File: config.mk
export PLATFORM = sky130hd
export DESIGN_NAME = annexb_access_unit_splitter
export DESIGN_NICKNAME = d
export VERILOG_FILES = /design/src/rtl/aus_pkg.sv /design/src/rtl/aus_front.sv /design/src/rtl/aus_fifo.sv /design/src/rtl/aus_back.sv /design/src/rtl/annexb_access_unit_splitter.sv
export SDC_FILE = /design/constraint.sdc
export NUM_CORES = 1
export LEC_CHECK = 0
export BUFFER_PORTS_ARGS = -buffer_cell sky130_fd_sc_hd__buf_4
export CORE_ASPECT_RATIO = 0.5
export CORE_MARGIN = 4
export CORE_UTILIZATION = 40
export DETAILED_ROUTE_END_ITERATION = 12
export GPL_TIMING_DRIVEN = 0
export SETUP_SLACK_MARGIN = 0.5
export SYNTH_ARGS = -nofsm -noshare
export SYNTH_HDL_FRONTEND = slang
export SYNTH_SLANG_ARGS = --single-unit
File: constraint.sdc
create_clock -name clk_i -period 3.1 [get_ports clk_i]
set_input_delay 0.155 -clock clk_i [delete_from_list [all_inputs] [get_ports clk_i]]
set_output_delay 0.155 -clock clk_i [all_outputs]
set_load 0.005 [all_outputs]
File: src/rtl/aus_pkg.sv
// Package for the Annex-B access unit splitter.
// Holds payload structs, queue record and sizing constants; no dependencies.
`timescale 1ns / 1ps

package aus_pkg;

  // Sizing of the unit byte counter and the reported length field
  localparam int LengthBits = 20;
  localparam int FieldBits  = 20;
  localparam int CmpBits    = (LengthBits > FieldBits) ? LengthBits : FieldBits;

  // Delay line and front/back queue
  localparam int DelayDepth = 5;
  localparam int FillBits   = $clog2(DelayDepth + 1);
  localparam int QueueDepth = 2;
  localparam int QPtrBits   = (QueueDepth > 1) ? $clog2(QueueDepth) : 1;
  localparam int QCntBits   = $clog2(QueueDepth + 1);

  // Stream constants
  localparam logic [7:0]           NalTypeMask = 8'h1F;
  localparam logic [7:0]           StartByte   = 8'h01;
  localparam logic [FieldBits-1:0] MaxAuReset  = FieldBits'(128 * 1024);
  localparam logic [FieldBits-1:0] Field20Max  = {FieldBits{1'b1}};
  localparam logic [LengthBits-1:0] CountMax   = {LengthBits{1'b1}};

  // One input request
  typedef struct packed {
    logic [7:0] data_byte;
    logic       chunk_last;
  } au_in_t;

  // One result request
  typedef struct packed {
    logic [7:0]           out_byte;
    logic                 au_last;
    logic                 au_too_long;
    logic [FieldBits-1:0] au_length;
  } au_out_t;

  // Classified byte passed from front to back
  typedef struct packed {
    logic [7:0] data_byte;
    logic       mark;
  } aus_rec_t;

endpackage

File: src/rtl/aus_front.sv
// Front end: start code and NAL header scan, marks the byte that closes a unit.
// Depends on aus_pkg.
`timescale 1ns / 1ps

module aus_front (
  input  logic            clk_i,
  input  logic            rst_ni,
  input  logic            in_valid_i,
  input  aus_pkg::au_in_t in_data_i,
  input  logic            q_full_i,
  output logic            in_stall_o,
  output logic            push_o,
  output aus_pkg::aus_rec_t rec_o
);

  logic [1:0] zero_run_q, zero_run_d;
  logic       expect_hdr_q, expect_hdr_d;
  logic       code_four_q, code_four_d;
  logic       has_slice_q, has_slice_d;
  logic [1:0] countdown_q, countdown_d;

  logic [7:0] b;
  logic [4:0] hdr_kind;
  logic       is_slice;
  logic [1:0] cd_now;

  // chunk_last has no effect on splitting and is dropped here
  assign b          = in_data_i.data_byte;
  assign hdr_kind   = 5'(b & aus_pkg::NalTypeMask);
  assign is_slice   = hdr_kind inside {[5'd1:5'd5]};
  assign in_stall_o = q_full_i;
  assign push_o     = in_valid_i && !q_full_i;

  // Classify the byte and update scan state
  always_comb begin
    zero_run_d   = zero_run_q;
    expect_hdr_d = expect_hdr_q;
    code_four_d  = code_four_q;
    has_slice_d  = has_slice_q;
    cd_now       = countdown_q;
    if (expect_hdr_q) begin
      if (is_slice && has_slice_q) begin
        cd_now = code_four_q ? 2'd1 : 2'd2;
      end
      if (is_slice) begin
        has_slice_d = 1'b1;
      end
      expect_hdr_d = 1'b0;
    end else if (b == aus_pkg::StartByte && zero_run_q >= 2'd2) begin
      code_four_d  = (zero_run_q == 2'd3);
      expect_hdr_d = 1'b1;
    end
    if (b == 8'd0) begin
      if (zero_run_q != 2'd3) begin
        zero_run_d = zero_run_q + 2'd1;
      end
    end else begin
      zero_run_d = 2'd0;
    end
    countdown_d     = (cd_now != 2'd0) ? cd_now - 2'd1 : 2'd0;
    rec_o.data_byte = b;
    rec_o.mark      = (cd_now == 2'd1);
  end

  // Advance scan state on each pushed byte
  always_ff @(posedge clk_i or negedge rst_ni) begin
    if (!rst_ni) begin
      zero_run_q   <= 2'd0;
      expect_hdr_q <= 1'b0;
      code_four_q  <= 1'b0;
      has_slice_q  <= 1'b0;
      countdown_q  <= 2'd0;
    end else if (push_o) begin
      zero_run_q   <= zero_run_d;
      expect_hdr_q <= expect_hdr_d;
      code_four_q  <= code_four_d;
      has_slice_q  <= has_slice_d;
      countdown_q  <= countdown_d;
    end
  end

endmodule

File: src/rtl/aus_fifo.sv
// Short queue between the front scan and the back delay line.
// Depends on aus_pkg.
`timescale 1ns / 1ps

module aus_fifo (
  input  logic              clk_i,
  input  logic              rst_ni,
  input  logic              push_i,
  input  aus_pkg::aus_rec_t push_data_i,
  input  logic              pop_i,
  output aus_pkg::aus_rec_t pop_data_o,
  output logic              full_o,
  output logic              empty_o
);

  aus_pkg::aus_rec_t                 mem_q [aus_pkg::QueueDepth];
  logic [aus_pkg::QPtrBits-1:0]      wr_ptr_q, rd_ptr_q;
  logic [aus_pkg::QCntBits-1:0]      count_q;

  assign full_o     = (count_q == aus_pkg::QCntBits'(aus_pkg::QueueDepth));
  assign empty_o    = (count_q == '0);
  assign pop_data_o = mem_q[rd_ptr_q];

  // Store entries
  always_ff @(posedge clk_i) begin
    if (push_i) begin
      mem_q[wr_ptr_q] <= push_data_i;
    end
  end

  // Advance pointers and count
  always_ff @(posedge clk_i or negedge rst_ni) begin
    if (!rst_ni) begin
      wr_ptr_q <= '0;
      rd_ptr_q <= '0;
      count_q  <= '0;
    end else begin
      if (push_i) begin
        wr_ptr_q <= (wr_ptr_q == aus_pkg::QPtrBits'(aus_pkg::QueueDepth - 1)) ?
                    '0 : wr_ptr_q + 1'b1;
      end
      if (pop_i) begin
        rd_ptr_q <= (rd_ptr_q == aus_pkg::QPtrBits'(aus_pkg::QueueDepth - 1)) ?
                    '0 : rd_ptr_q + 1'b1;
      end
      if (push_i && !pop_i) begin
        count_q <= count_q + 1'b1;
      end else if (pop_i && !push_i) begin
        count_q <= count_q - 1'b1;
      end
    end
  end

  a_no_overflow : assert property (@(posedge clk_i) disable iff (!rst_ni)
    !(push_i && full_o))
    else $error("queue push while full");

  a_no_underflow : assert property (@(posedge clk_i) disable iff (!rst_ni)
    !(pop_i && empty_o))
    else $error("queue pop while empty");

endmodule

File: src/rtl/aus_back.sv
// Back end: five-byte delay line, unit length counter and output register.
// Depends on aus_pkg.
`timescale 1ns / 1ps

module aus_back (
  input  logic                              clk_i,
  input  logic                              rst_ni,
  input  logic                              q_empty_i,
  input  aus_pkg::aus_rec_t                 rec_i,
  output logic                              pop_o,
  input  logic [aus_pkg::FieldBits-1:0]     max_au_i,
  output logic                              out_valid_o,
  input  logic                              out_stall_i,
  output aus_pkg::au_out_t                  out_data_o
);

  logic [7:0]                     dline_q [aus_pkg::DelayDepth];
  logic [aus_pkg::FillBits-1:0]   fill_q, fill_d;
  logic [aus_pkg::LengthBits-1:0] cnt_q, cnt_d, cnt_inc;
  logic                           out_valid_q;
  aus_pkg::au_out_t               out_q, out_d;

  logic                           emit;
  logic [aus_pkg::CmpBits-1:0]    cnt_ext, max_ext;

  // Pop whenever the output register is free or being drained
  assign pop_o = !q_empty_i && (!out_valid_q || !out_stall_i);
  assign emit  = (fill_q >= aus_pkg::FillBits'(aus_pkg::DelayDepth));

  assign cnt_inc = (cnt_q == aus_pkg::CountMax) ? cnt_q : cnt_q + 1'b1;
  assign cnt_ext = aus_pkg::CmpBits'(cnt_inc);
  assign max_ext = aus_pkg::CmpBits'(max_au_i);

  // Build the result and the next counter values
  always_comb begin
    fill_d = emit ? fill_q : fill_q + 1'b1;
    cnt_d  = cnt_q;
    out_d.out_byte    = dline_q[aus_pkg::DelayDepth-1];
    out_d.au_last     = rec_i.mark;
    out_d.au_too_long = 1'b0;
    out_d.au_length   = '0;
    if (emit) begin
      cnt_d = cnt_inc;
      if (rec_i.mark) begin
        out_d.au_too_long = (cnt_ext > max_ext);
        out_d.au_length   = (cnt_ext > aus_pkg::CmpBits'(aus_pkg::Field20Max)) ?
                            aus_pkg::Field20Max : cnt_ext[aus_pkg::FieldBits-1:0];
        cnt_d = '0;
      end
    end
  end

  // Shift the delay line
  always_ff @(posedge clk_i) begin
    if (pop_o) begin
      dline_q[0] <= rec_i.data_byte;
      for (int k = 1; k < aus_pkg::DelayDepth; k++) begin
        dline_q[k] <= dline_q[k-1];
      end
    end
  end

  // Hold the result payload
  always_ff @(posedge clk_i) begin
    if (pop_o && emit) begin
      out_q <= out_d;
    end
  end

  // Advance fill, counter and output valid
  always_ff @(posedge clk_i or negedge rst_ni) begin
    if (!rst_ni) begin
      fill_q      <= '0;
      cnt_q       <= '0;
      out_valid_q <= 1'b0;
    end else begin
      if (pop_o) begin
        fill_q <= fill_d;
        cnt_q  <= cnt_d;
      end
      if (pop_o && emit) begin
        out_valid_q <= 1'b1;
      end else if (!out_stall_i) begin
        out_valid_q <= 1'b0;
      end
    end
  end

  assign out_valid_o = out_valid_q;
  assign out_data_o  = out_q;

  a_fill_range : assert property (@(posedge clk_i) disable iff (!rst_ni)
    fill_q <= aus_pkg::FillBits'(aus_pkg::DelayDepth))
    else $error("delay line fill count out of range");

  a_no_pop_overwrite : assert property (@(posedge clk_i) disable iff (!rst_ni)
    (out_valid_q && out_stall_i) |-> !pop_o)
    else $error("pop while result is held");

endmodule

File: src/rtl/annexb_access_unit_splitter.sv
// Top level of the Annex-B access unit splitter: config register, front, queue, back.
// Depends on aus_pkg, aus_front, aus_fifo and aus_back.
//
//   channel | direction | handshake         | payload
//   --------+-----------+-------------------+----------------------------------
//   in      | input     | in_valid_i/stall  | in_data_i  (data_byte, chunk_last)
//   out     | output    | out_valid_o/stall | out_data_o (byte, last, long, len)
//   cfg     | input     | cfg_valid_i/ready | cfg_data_i (max_au_bytes)
//
// One byte is accepted per cycle while in_stall_o is low; results leave at the same
// rate while out_stall_i is low. The result caused by a byte passes through the queue
// and is then held in the output register; the first five bytes only fill
// the delay line and give no result.
// Reset clears the scan state, queue, fill count and length counter; max_au_bytes
// returns to 131072. Input stalls only when the two-entry queue is full, which
// happens when the output is held stalled.
`timescale 1ns / 1ps

module annexb_access_unit_splitter (
  input  logic                          clk_i,
  input  logic                          rst_ni,
  input  logic                          in_valid_i,
  output logic                          in_stall_o,
  input  aus_pkg::au_in_t               in_data_i,
  output logic                          out_valid_o,
  input  logic                          out_stall_i,
  output aus_pkg::au_out_t              out_data_o,
  input  logic                          cfg_valid_i,
  output logic                          cfg_ready_o,
  input  logic [aus_pkg::FieldBits-1:0] cfg_data_i
);

  logic [aus_pkg::FieldBits-1:0] max_au_q;
  logic                          push, pop, q_full, q_empty;
  aus_pkg::aus_rec_t             push_rec, pop_rec;

  // Take configuration writes at any time
  assign cfg_ready_o = 1'b1;

  always_ff @(posedge clk_i or negedge rst_ni) begin
    if (!rst_ni) begin
      max_au_q <= aus_pkg::MaxAuReset;
    end else if (cfg_valid_i && cfg_ready_o) begin
      max_au_q <= cfg_data_i;
    end
  end

  aus_front u_front (
    .clk_i      (clk_i),
    .rst_ni     (rst_ni),
    .in_valid_i (in_valid_i),
    .in_data_i  (in_data_i),
    .q_full_i   (q_full),
    .in_stall_o (in_stall_o),
    .push_o     (push),
    .rec_o      (push_rec)
  );

  aus_fifo u_fifo (
    .clk_i       (clk_i),
    .rst_ni      (rst_ni),
    .push_i      (push),
    .push_data_i (push_rec),
    .pop_i       (pop),
    .pop_data_o  (pop_rec),
    .full_o      (q_full),
    .empty_o     (q_empty)
  );

  aus_back u_back (
    .clk_i       (clk_i),
    .rst_ni      (rst_ni),
    .q_empty_i   (q_empty),
    .rec_i       (pop_rec),
    .pop_o       (pop),
    .max_au_i    (max_au_q),
    .out_valid_o (out_valid_o),
    .out_stall_i (out_stall_i),
    .out_data_o  (out_data_o)
  );

  a_fields_zero_off_last : assert property (@(posedge clk_i) disable iff (!rst_ni)
    (out_valid_o && !out_data_o.au_last) |->
      (out_data_o.au_length == '0 && !out_data_o.au_too_long))
    else $error("length or oversize set on a byte that does not end a unit");

endmodule

==> summary.txt, run 1 <==
Yosys
  • FF+latch count, synth: around 140
  • Synth top area share: 41.72%
  • Syn Inst Count: ~510
  • Mapped Avg Cell Area: between 10 and 15 um2
  • Dominant cell type by area after synthesis: edfxtp_1
  • Top post-synthesis cells by area: edfxtp_1 (42%), dfrtp_1 (21%), ha_1 (5.1%)
  • Cell area after synthesis: about 0.0063 mm2
  • Fraction of registers with async set/reset: between 30 and 40%
  • Yosys warnings: 0
  • Sequential area share after synthesis: 63.47%
  • Post-synth net total: around 570
  • Most used DFF post-synth: edfxtp_1
  • Synth cell types: 64
  • Post-synth EDFFs: between 80 and 90

Die
  • Starting Density: 40.98%
  • Core ar.: 0.01545 mm2
  • # IOs: 67
  • Die area: 0.01803 mm2
  • Chip Height: 96.98 um
  • Row count: 32
  • Die W: between 150 and 200 um

Critical path
  • RR Endpoint: u_back.out_data_o[20]$_SDFFCE_PN0P_
  • CP required: approximately 3.4 ns
  • Critical path capture point type: flop
  • Reg2Reg Depth: 13
  • Startpoint Class: flop
  • Critical path class: reg2reg
  • Worst Path Max Fanout: 4
  • CP Data Arrival Time: ~3.5 ns
  • Reg2reg setup slack: -0.10 ns
  • Crit Reg-Reg Startpoint: u_back.cnt_q[6]$_DFFE_PN0P_

Route
  • Vias/cell: 5.023
  • WL final: approximately 14000 um
  • Wire per inst: between 15 and 20 um
  • Initial DRC count: between 200 and 300
  • Vias: 4370
  • Pre-Repair DR Iteration Count: 5
  • Residual DRC: 0
  • Detail Route Antenna Nets: 0

Placement
  • GPL Wtd Cong: about 0.82
  • Placed Cells: 776
  • HPWL after detailed placement: 8750 um
  • Port bufs: between 60 and 70
  • DP Area: around 0.0071 mm2

Hold path
  • Worst min path class: in2reg
  • Hold Path Cell Cnt: 3
  • Worst Hold Path EP: max_au_q[17]$_DFFE_PN1P_
  • Hold Startpoint: cfg_valid_i

Global route
  • Pin count of the biggest net entering global routing: 56
  • GRT overflow: 0
  • Global-route wire length before repair: 22380 um
  • Initial antenna violation count: 0
  • Vias in the first global route: 4335
  • Gr usage total: between 15 and 20%

Timing
  • Fmax achieved: about 310 MHz
  • Hold Slack: approximately 0.11 ns
  • Fin. Hold Viols: 0
  • RSZ-0062 raised after global routing: yes
  • Setup TNS: -0.1036 ns
  • Final worst path period share: 103.3%
  • Worst Tran Pin Value: between 0.7 and 0.8 ns
  • Fin crit period: approximately 3.2 ns
  • Setup-failing EPs final: 1
  • Final Slew Violations: 0
  • Slew HR: between 40% and 50%
  • Final Worst Setup Slack: -0.1036 ns
  • Worst Clk Skew: 0.008833 ns

Finish
  • Final Instance Area: ~0.0084 mm2
  • Reg area: ~0.0040 mm2
  • Layout cells sized above 1: between 20% and 30%
  • Area of the multi-input gates: ~0.0023 mm2
  • Diodes inserted: 0
  • FILL cells: 1301
  • Layout Nets: 713
  • Area grow syn2layout: 32.79%
  • Final Non-Filler Cells: 870

Outcome
  • Failing checks: negative setup slack
  • Status: finished, violations left

Clocking
  • TritonCTS clock tree: yes
  • CTS sink count: around 140
  • Num CTS Buffers: 17
  • Worst skew pair latency: between 0.4 and 0.5 ns
  • H-tree depth: 4
  • Clock transition at path regs: 0.07 ns
  • Clock Tree Buf Depth: 2
  • Clk root buf: clkbuf_16

Power and ir drop
  • PwrDens: between 800 and 900 mW/mm2
  • Power consumption: 7.062 mW
  • Worst vdd ir: ~410 uV
  • Leakage: approximately 3.6 nW

Run
  • Max Cap Violations: 0
metrics by stage:
step | utilization [%] | worst slack (ns)
3_5_place_dp | 46.09 | -0.3339
6_report | 54.42 | -0.1036
4_1_cts | 53.62 | -0.09803
3_3_place_gp | 46.09 | -0.3332
5_1_grt | 54.42 | -0.2908
2_1_floorplan | - | 0.1129
repair_timing:
action,in CTS,in global routing
endpoints found under the setup margin,60,14
cloned,1,0
hold endpoints to repair,91,0
setup buffers,24,7
gates resized for setup,25,16
hold buffers,30,0
pin swaps,12,11
registers in the layout (all words and copies together) (netlist names):
signal                cells
u_back.dline_q           40
u_front.countdown_q       2
u_back.out_valid_o        1
u_front.zero_run_q        2
u_fifo.wr_ptr_q           1
u_back.cnt_q             20
u_front.has_slice_q       1
u_fifo.rd_ptr_q           1
max_au_q                 20
u_back.fill_q             3
u_fifo.mem_q             18
u_fifo.count_q            2
u_back.out_data_o        30
u_front.expect_hdr_q      1
u_front.code_four_q       1
area by class of cell:
type,count,area share [%]
Buffer,16,1.354
Clock buffer,17,5.058
Clock inverter,15,1.964
Inverter,34,1.577
Multi-Input combinational cell,316,27.08
Sequential cell,143,47.92
Tap cell,204,3.035
Timing Repair Buffer,124,11.96
Timing Repair inverter,1,0.05951
worst max-delay path by stage:
stage                                  startpoint  slack (ns)                                   to
floorplan             u_back.cnt_q[8]$_DFFE_PN0P_        0.11  u_back.out_data_o[20]$_SDFFCE_PN0P_
global placement     u_back.cnt_q[17]$_DFFE_PN0P_       -0.33  u_back.out_data_o[20]$_SDFFCE_PN0P_
detailed placement  u_fifo.count_q[0]$_DFFE_PN0P_       -0.33          u_back.cnt_q[1]$_DFFE_PN0P_
CTS                   u_back.cnt_q[7]$_DFFE_PN0P_        -0.1  u_back.out_data_o[20]$_SDFFCE_PN0P_
global route          u_back.cnt_q[6]$_DFFE_PN0P_       -0.29  u_back.out_data_o[20]$_SDFFCE_PN0P_
finish                u_back.cnt_q[6]$_DFFE_PN0P_       -0.10  u_back.out_data_o[20]$_SDFFCE_PN0P_
per-layer routing:
metal  track usage, %  routed length, um
met4            4.477                124
met1            21.92               6481
met2            24.06               6282
met5                0                  0
met3            4.282                649
synth_stat cells (all sizes together) (3+ instances only):
| cell type | n |
|---|---|
| edfxtp | 88 |
| dfrtp | 54 |
| nand2 | 51 |
| o21ai | 40 |
| inv | 33 |
| ha | 26 |
| nor2 | 25 |
| a21oi | 23 |
| and2 | 16 |
| xor2 | 14 |
| mux2 | 13 |
| nand3 | 12 |
| nand4 | 11 |
| buf | 9 |
| nor3 | 9 |
| a31oi | 7 |
| clkbuf | 7 |
| xnor2 | 6 |
| a211oi | 5 |
| a21o | 5 |
| a22o | 5 |
| or3 | 5 |
| mux2i | 4 |
| nor4 | 3 |
| o211ai | 3 |
| o22ai | 3 |
report_power, final:
group / internal, mW / switching, mW / total [mW]
logic: 0.738 / 1.14 / 1.88
registers: 2.94 / 0.216 / 3.16
clock network: 1.08 / 0.943 / 2.02
total: 4.76 / 2.30 / 7.06
critical path, stage by stage (launching register included):
cell	delay (ns)
dfrtp_1	0.34
buf_6	0.11
nand4_1	0.12
buf_4	0.16
or3_4	0.40
or3_4	0.42
xor2_2	0.15
nand2_1	0.10
ha_1	0.28
nand4_1	0.11
nor4_2	0.33
a21boi_2	0.22
a2111oi_2	0.05
a221oi_2	0.24
layout by cell type (no fill, tap or decap), types with 4 or more instances in the layout:
cell / count
a21o_1: 4
a21oi_1: 22
a22o_1: 5
a31oi_1: 7
and2_1: 16
buf_4: 96
buf_6: 4
clkbuf_1: 5
clkbuf_16: 17
dfrtp_1: 46
dfrtp_2: 8
dlygate4sd3_1: 30
edfxtp_1: 88
ha_1: 24
inv_1: 32
inv_8: 6
mux2_2: 12
nand2_1: 47
nand2_2: 4
nand3_1: 12
nand4_1: 10
nor2_1: 22
nor3_1: 6
o21ai_0: 36
xnor2_1: 5
xor2_1: 12
cell families after synthesis:
kind of cell,count (synthesis),synth area share (%)
other cells,1,0.05921
compound gates,108,10.85
xor+xnor,20,2.766
fa+ha+maj,26,5.136
flops,143,63.47
simple gates,144,11.50
mux,17,2.944
buf+inv,50,3.279
Note: power is estimated with default switching activity, not from simulation.
==> inputs of run 2 (changes only) <==
--- a/config.mk
+++ b/config.mk
@@ -7,8 +7,8 @@
 export LEC_CHECK = 0
 export BUFFER_PORTS_ARGS = -buffer_cell sky130_fd_sc_hd__buf_4
 export CORE_ASPECT_RATIO = 0.5
-export CORE_MARGIN = 4
 export CORE_UTILIZATION = 40
+export CTS_BUF_LIST = sky130_fd_sc_hd__clkbuf_8
 export DETAILED_ROUTE_END_ITERATION = 12
 export GPL_TIMING_DRIVEN = 0
 export SETUP_SLACK_MARGIN = 0.5
==> run 2 against run 1 <==
Against the previous run: power shrank 8.5%; largest cell class unchanged; the run ends with design-rule violations, negative setup slack left; worst setup slack lost 0.044 ns; combinational power is essentially flat; maximum frequency shrank 1.3%; die area shrank 9.2%.
==> summary.txt, run 2 (synthesis results as in run 1) <==
Outcome
  • Status: finished, violations left
  • Failing checks: design-rule violations, negative setup slack

Finish
  • Layout cells sized above 1: between 30% and 40%
  • Number of flip-flops in the largest register: 40
  • Most frequent cells in the layout: buf_4 (97), edfxtp_1 (88), nand2_1 (46), dfrtp_1 (45), o21ai_0 (37)
  • Diodes inserted: 0
  • Area grow syn2layout: 30.48%
  • Biggest register: u_back.dline_q
  • FILL cells: between 1000 and 1500
  • Commonest non-fill, non-tap cell in the layout: buf_4
  • Layout Nets: 715

Power and ir drop
  • Seq pwr share: approximately half
  • Power consumption: 6.461 mW
  • Pint: around 4.3 mW
  • Worst vdd ir: between 300 and 400 uV
  • PwrDens: approximately 780 mW/mm2
  • Clock Power Share: between 20% and 30%
  • Combinational Power Share: between 20% and 30%
  • P_sw: ~2.2 mW
  • Switching part of the total: approximately 34%
  • Leakage: between 3 and 4 nW

Critical path
  • CP required: ~3.4 ns
  • Critical path class: reg2reg
  • CP cell instances: buf_6, nand4_1, or4_4, buf_8, o211a_4, xor2_4, ha_4, nand4_1, nor4_2, a21boi_2, a2111oi_2, a221oi_2
  • CP Data Arrival Time: 3.52 ns
  • Startpoint Class: flop
  • Crit-path most repeated cell: nand4_1
  • Worst Path Max Fanout: 6
  • CP max-delay cell: or4_4
  • Critical Path Max Stage Delay: about 0.56 ns
  • Reg2Reg Depth: 12
  • Critical path capture point type: flop

Route
  • Pre-Repair DR Iteration Count: 8
  • Vias/cell: a little under 5
  • Initial DRC count: between 200 and 300
  • Detail Route Antenna Nets: 0
  • Wire per inst: ~15 um
  • Vias: approximately 4300
  • WL final: roughly 13000 um
  • Residual DRC: 4

Timing
  • Fin crit period: roughly 3.2 ns
  • Final Worst Setup Slack: -0.1472 ns
  • Setup-failing EPs final: 1
  • Final Slew Violations: 0
  • Hold Slack: between 0.07 and 0.08 ns
  • Worst Tran Pin Value: around 0.82 ns
  • Fmax achieved: a little over 300 MHz
  • Worst Clk Skew: 0.009115 ns
  • RSZ-0062 raised after global routing: yes
  • Final worst path period share: 104.7%
  • Slew HR: a little under half
  • Fin. Hold Viols: 0

Die
  • Core ar.: between 0.015 and 0.02 mm2
  • Die area: between 0.015 and 0.02 mm2
  • Row count: 32
  • # IOs: between 60 and 70
  • Starting Density: about two fifths
  • Chip Height: between 90 and 100 um
  • Die W: 180.0 um

Clocking
  • Clk root buf: clkbuf_8
  • Clock Tree Buf Depth: 2
  • Num CTS Buffers: 17
  • CTS sink count: approximately 140
  • Clock transition at path regs: approximately 0.090 ns
  • Worst skew pair latency: roughly 0.45 ns
  • TritonCTS clock tree: yes
  • H-tree depth: 4

Global route
  • Pin count of the biggest net entering global routing: 56
  • Initial antenna violation count: 0
  • GRT overflow: 0
  • Vias in the first global route: roughly 4300
  • Gr usage total: between 10% and 20%
  • Global-route wire length before repair: between 20000 and 25000 um

Placement
  • Port bufs: 63
  • GPL Wtd Cong: 0.8324
  • HPWL after detailed placement: between 8000 and 9000 um

Hold path
  • Hold Path Cell Cnt: 3
  • Worst min path class: in2reg

Run
  • Max Cap Violations: 0
[run 2: changes by cell type in the layout (fill, tap and decap cells not counted), sizes merged]
cell / before / now
inv: 42 / 41
clkinv: 5 / 8
buf: 104 / 105
clkbuf: 23 / 24
clkinvlp: 3 / 1
[run 2: cell type report]
type                       count  area [um2]  area share [%]
timing repair buffer         126        1021           12.35
tap                          204       255.2           3.089
clock buffer                  17       234.0           2.831
multi-input combinational    316        2322           28.10
clock inverter                15       148.9           1.802
inverter                      34       132.6           1.605
sequential                   143        4031           48.78
timing repair inverter         1       5.005         0.06056
buffer                        16       113.9           1.378
[run 2: stage by stage]
stage / setup slack, ns / instances / util, % / area, um2 / TNS, ns
floorplan: 0.1129 / 509 / - / 6395 / 0
global placement: -0.3555 / 776 / 46.09 / 7123 / -9.559
detailed placement: -0.3627 / 776 / 46.09 / 7123 / -9.319
CTS: -0.02452 / 871 / 53.24 / 8228 / -0.02452
global route: -0.2571 / 872 / 53.47 / 8264 / -0.2571
finish: -0.1472 / 872 / 53.47 / 8264 / -0.1472
[run 2: layer usage]
layer  vias up  share of wire, %  global-route usage [%]
met1      2094                49                   22.94
met2        81                46                   27.37
met4         0               1.2                   6.897
met5         -                 0                       0
met3        13               3.8                   3.851
li1       2150                 -                       -
[run 2: critical path, delay by kind of cell, from the launching register on]
| family | cells | cell delay [ns] |
|---|---|---|
| AO/OA/AOI/OAI | 4 | 0.76 |
| XOR/XNOR | 1 | 0.17 |
| adder cells (fa/ha/maj) | 1 | 0.27 |
| buffers and inverters | 2 | 0.27 |
| flip-flops | 1 | 0.35 |
| AND/OR/NAND/NOR | 4 | 1.24 |
[run 2: power groups by stage]
stage / Combinational, mW / Sequential (mW) / Clock (mW)
after detailed placement: 1.71 / 3.21 / 0
after CTS: 1.89 / 3.15 / 1.49
after floorplan: 0.972 / 3.18 / 0
final: 1.88 / 3.14 / 1.44
after global placement: 1.69 / 3.19 / 0
after global routing: 2.09 / 3.21 / 1.57
[run 2: path summary, 6_finish.rpt]
| path | start | to | slack, ns |
|---|---|---|---|
| setup / recovery | u_back.cnt_q[6]$_DFFE_PN0P_ | u_back.out_data_o[20]$_SDFFCE_PN0P_ | -0.15 |
| hold / removal | cfg_valid_i | max_au_q[17]$_DFFE_PN1P_ | 0.08 |
| setup reg to reg | u_back.cnt_q[6]$_DFFE_PN0P_ | u_back.out_data_o[20]$_SDFFCE_PN0P_ | -0.15 |
| hold reg to reg | u_back.dline_q[4][3]$_DFFE_PP_ | u_back.out_data_o[25]$_DFFE_PP_ | 0.42 |
| max in group asynchronous | rst_ni | u_back.cnt_q[11]$_DFFE_PN0P_ | 2.23 |
| min in group asynchronous | rst_ni | max_au_q[1]$_DFFE_PN0P_ | 0.32 |
[run 2: what timing repair did]
item,4_1_cts,5_1_grt
endpoints found under the setup margin,60,21
buffers inserted,32,1
pin swaps,16,4
hold buffers,30,0
hold endpoints to repair,91,0
resized for setup,38,6
cloned,1,0
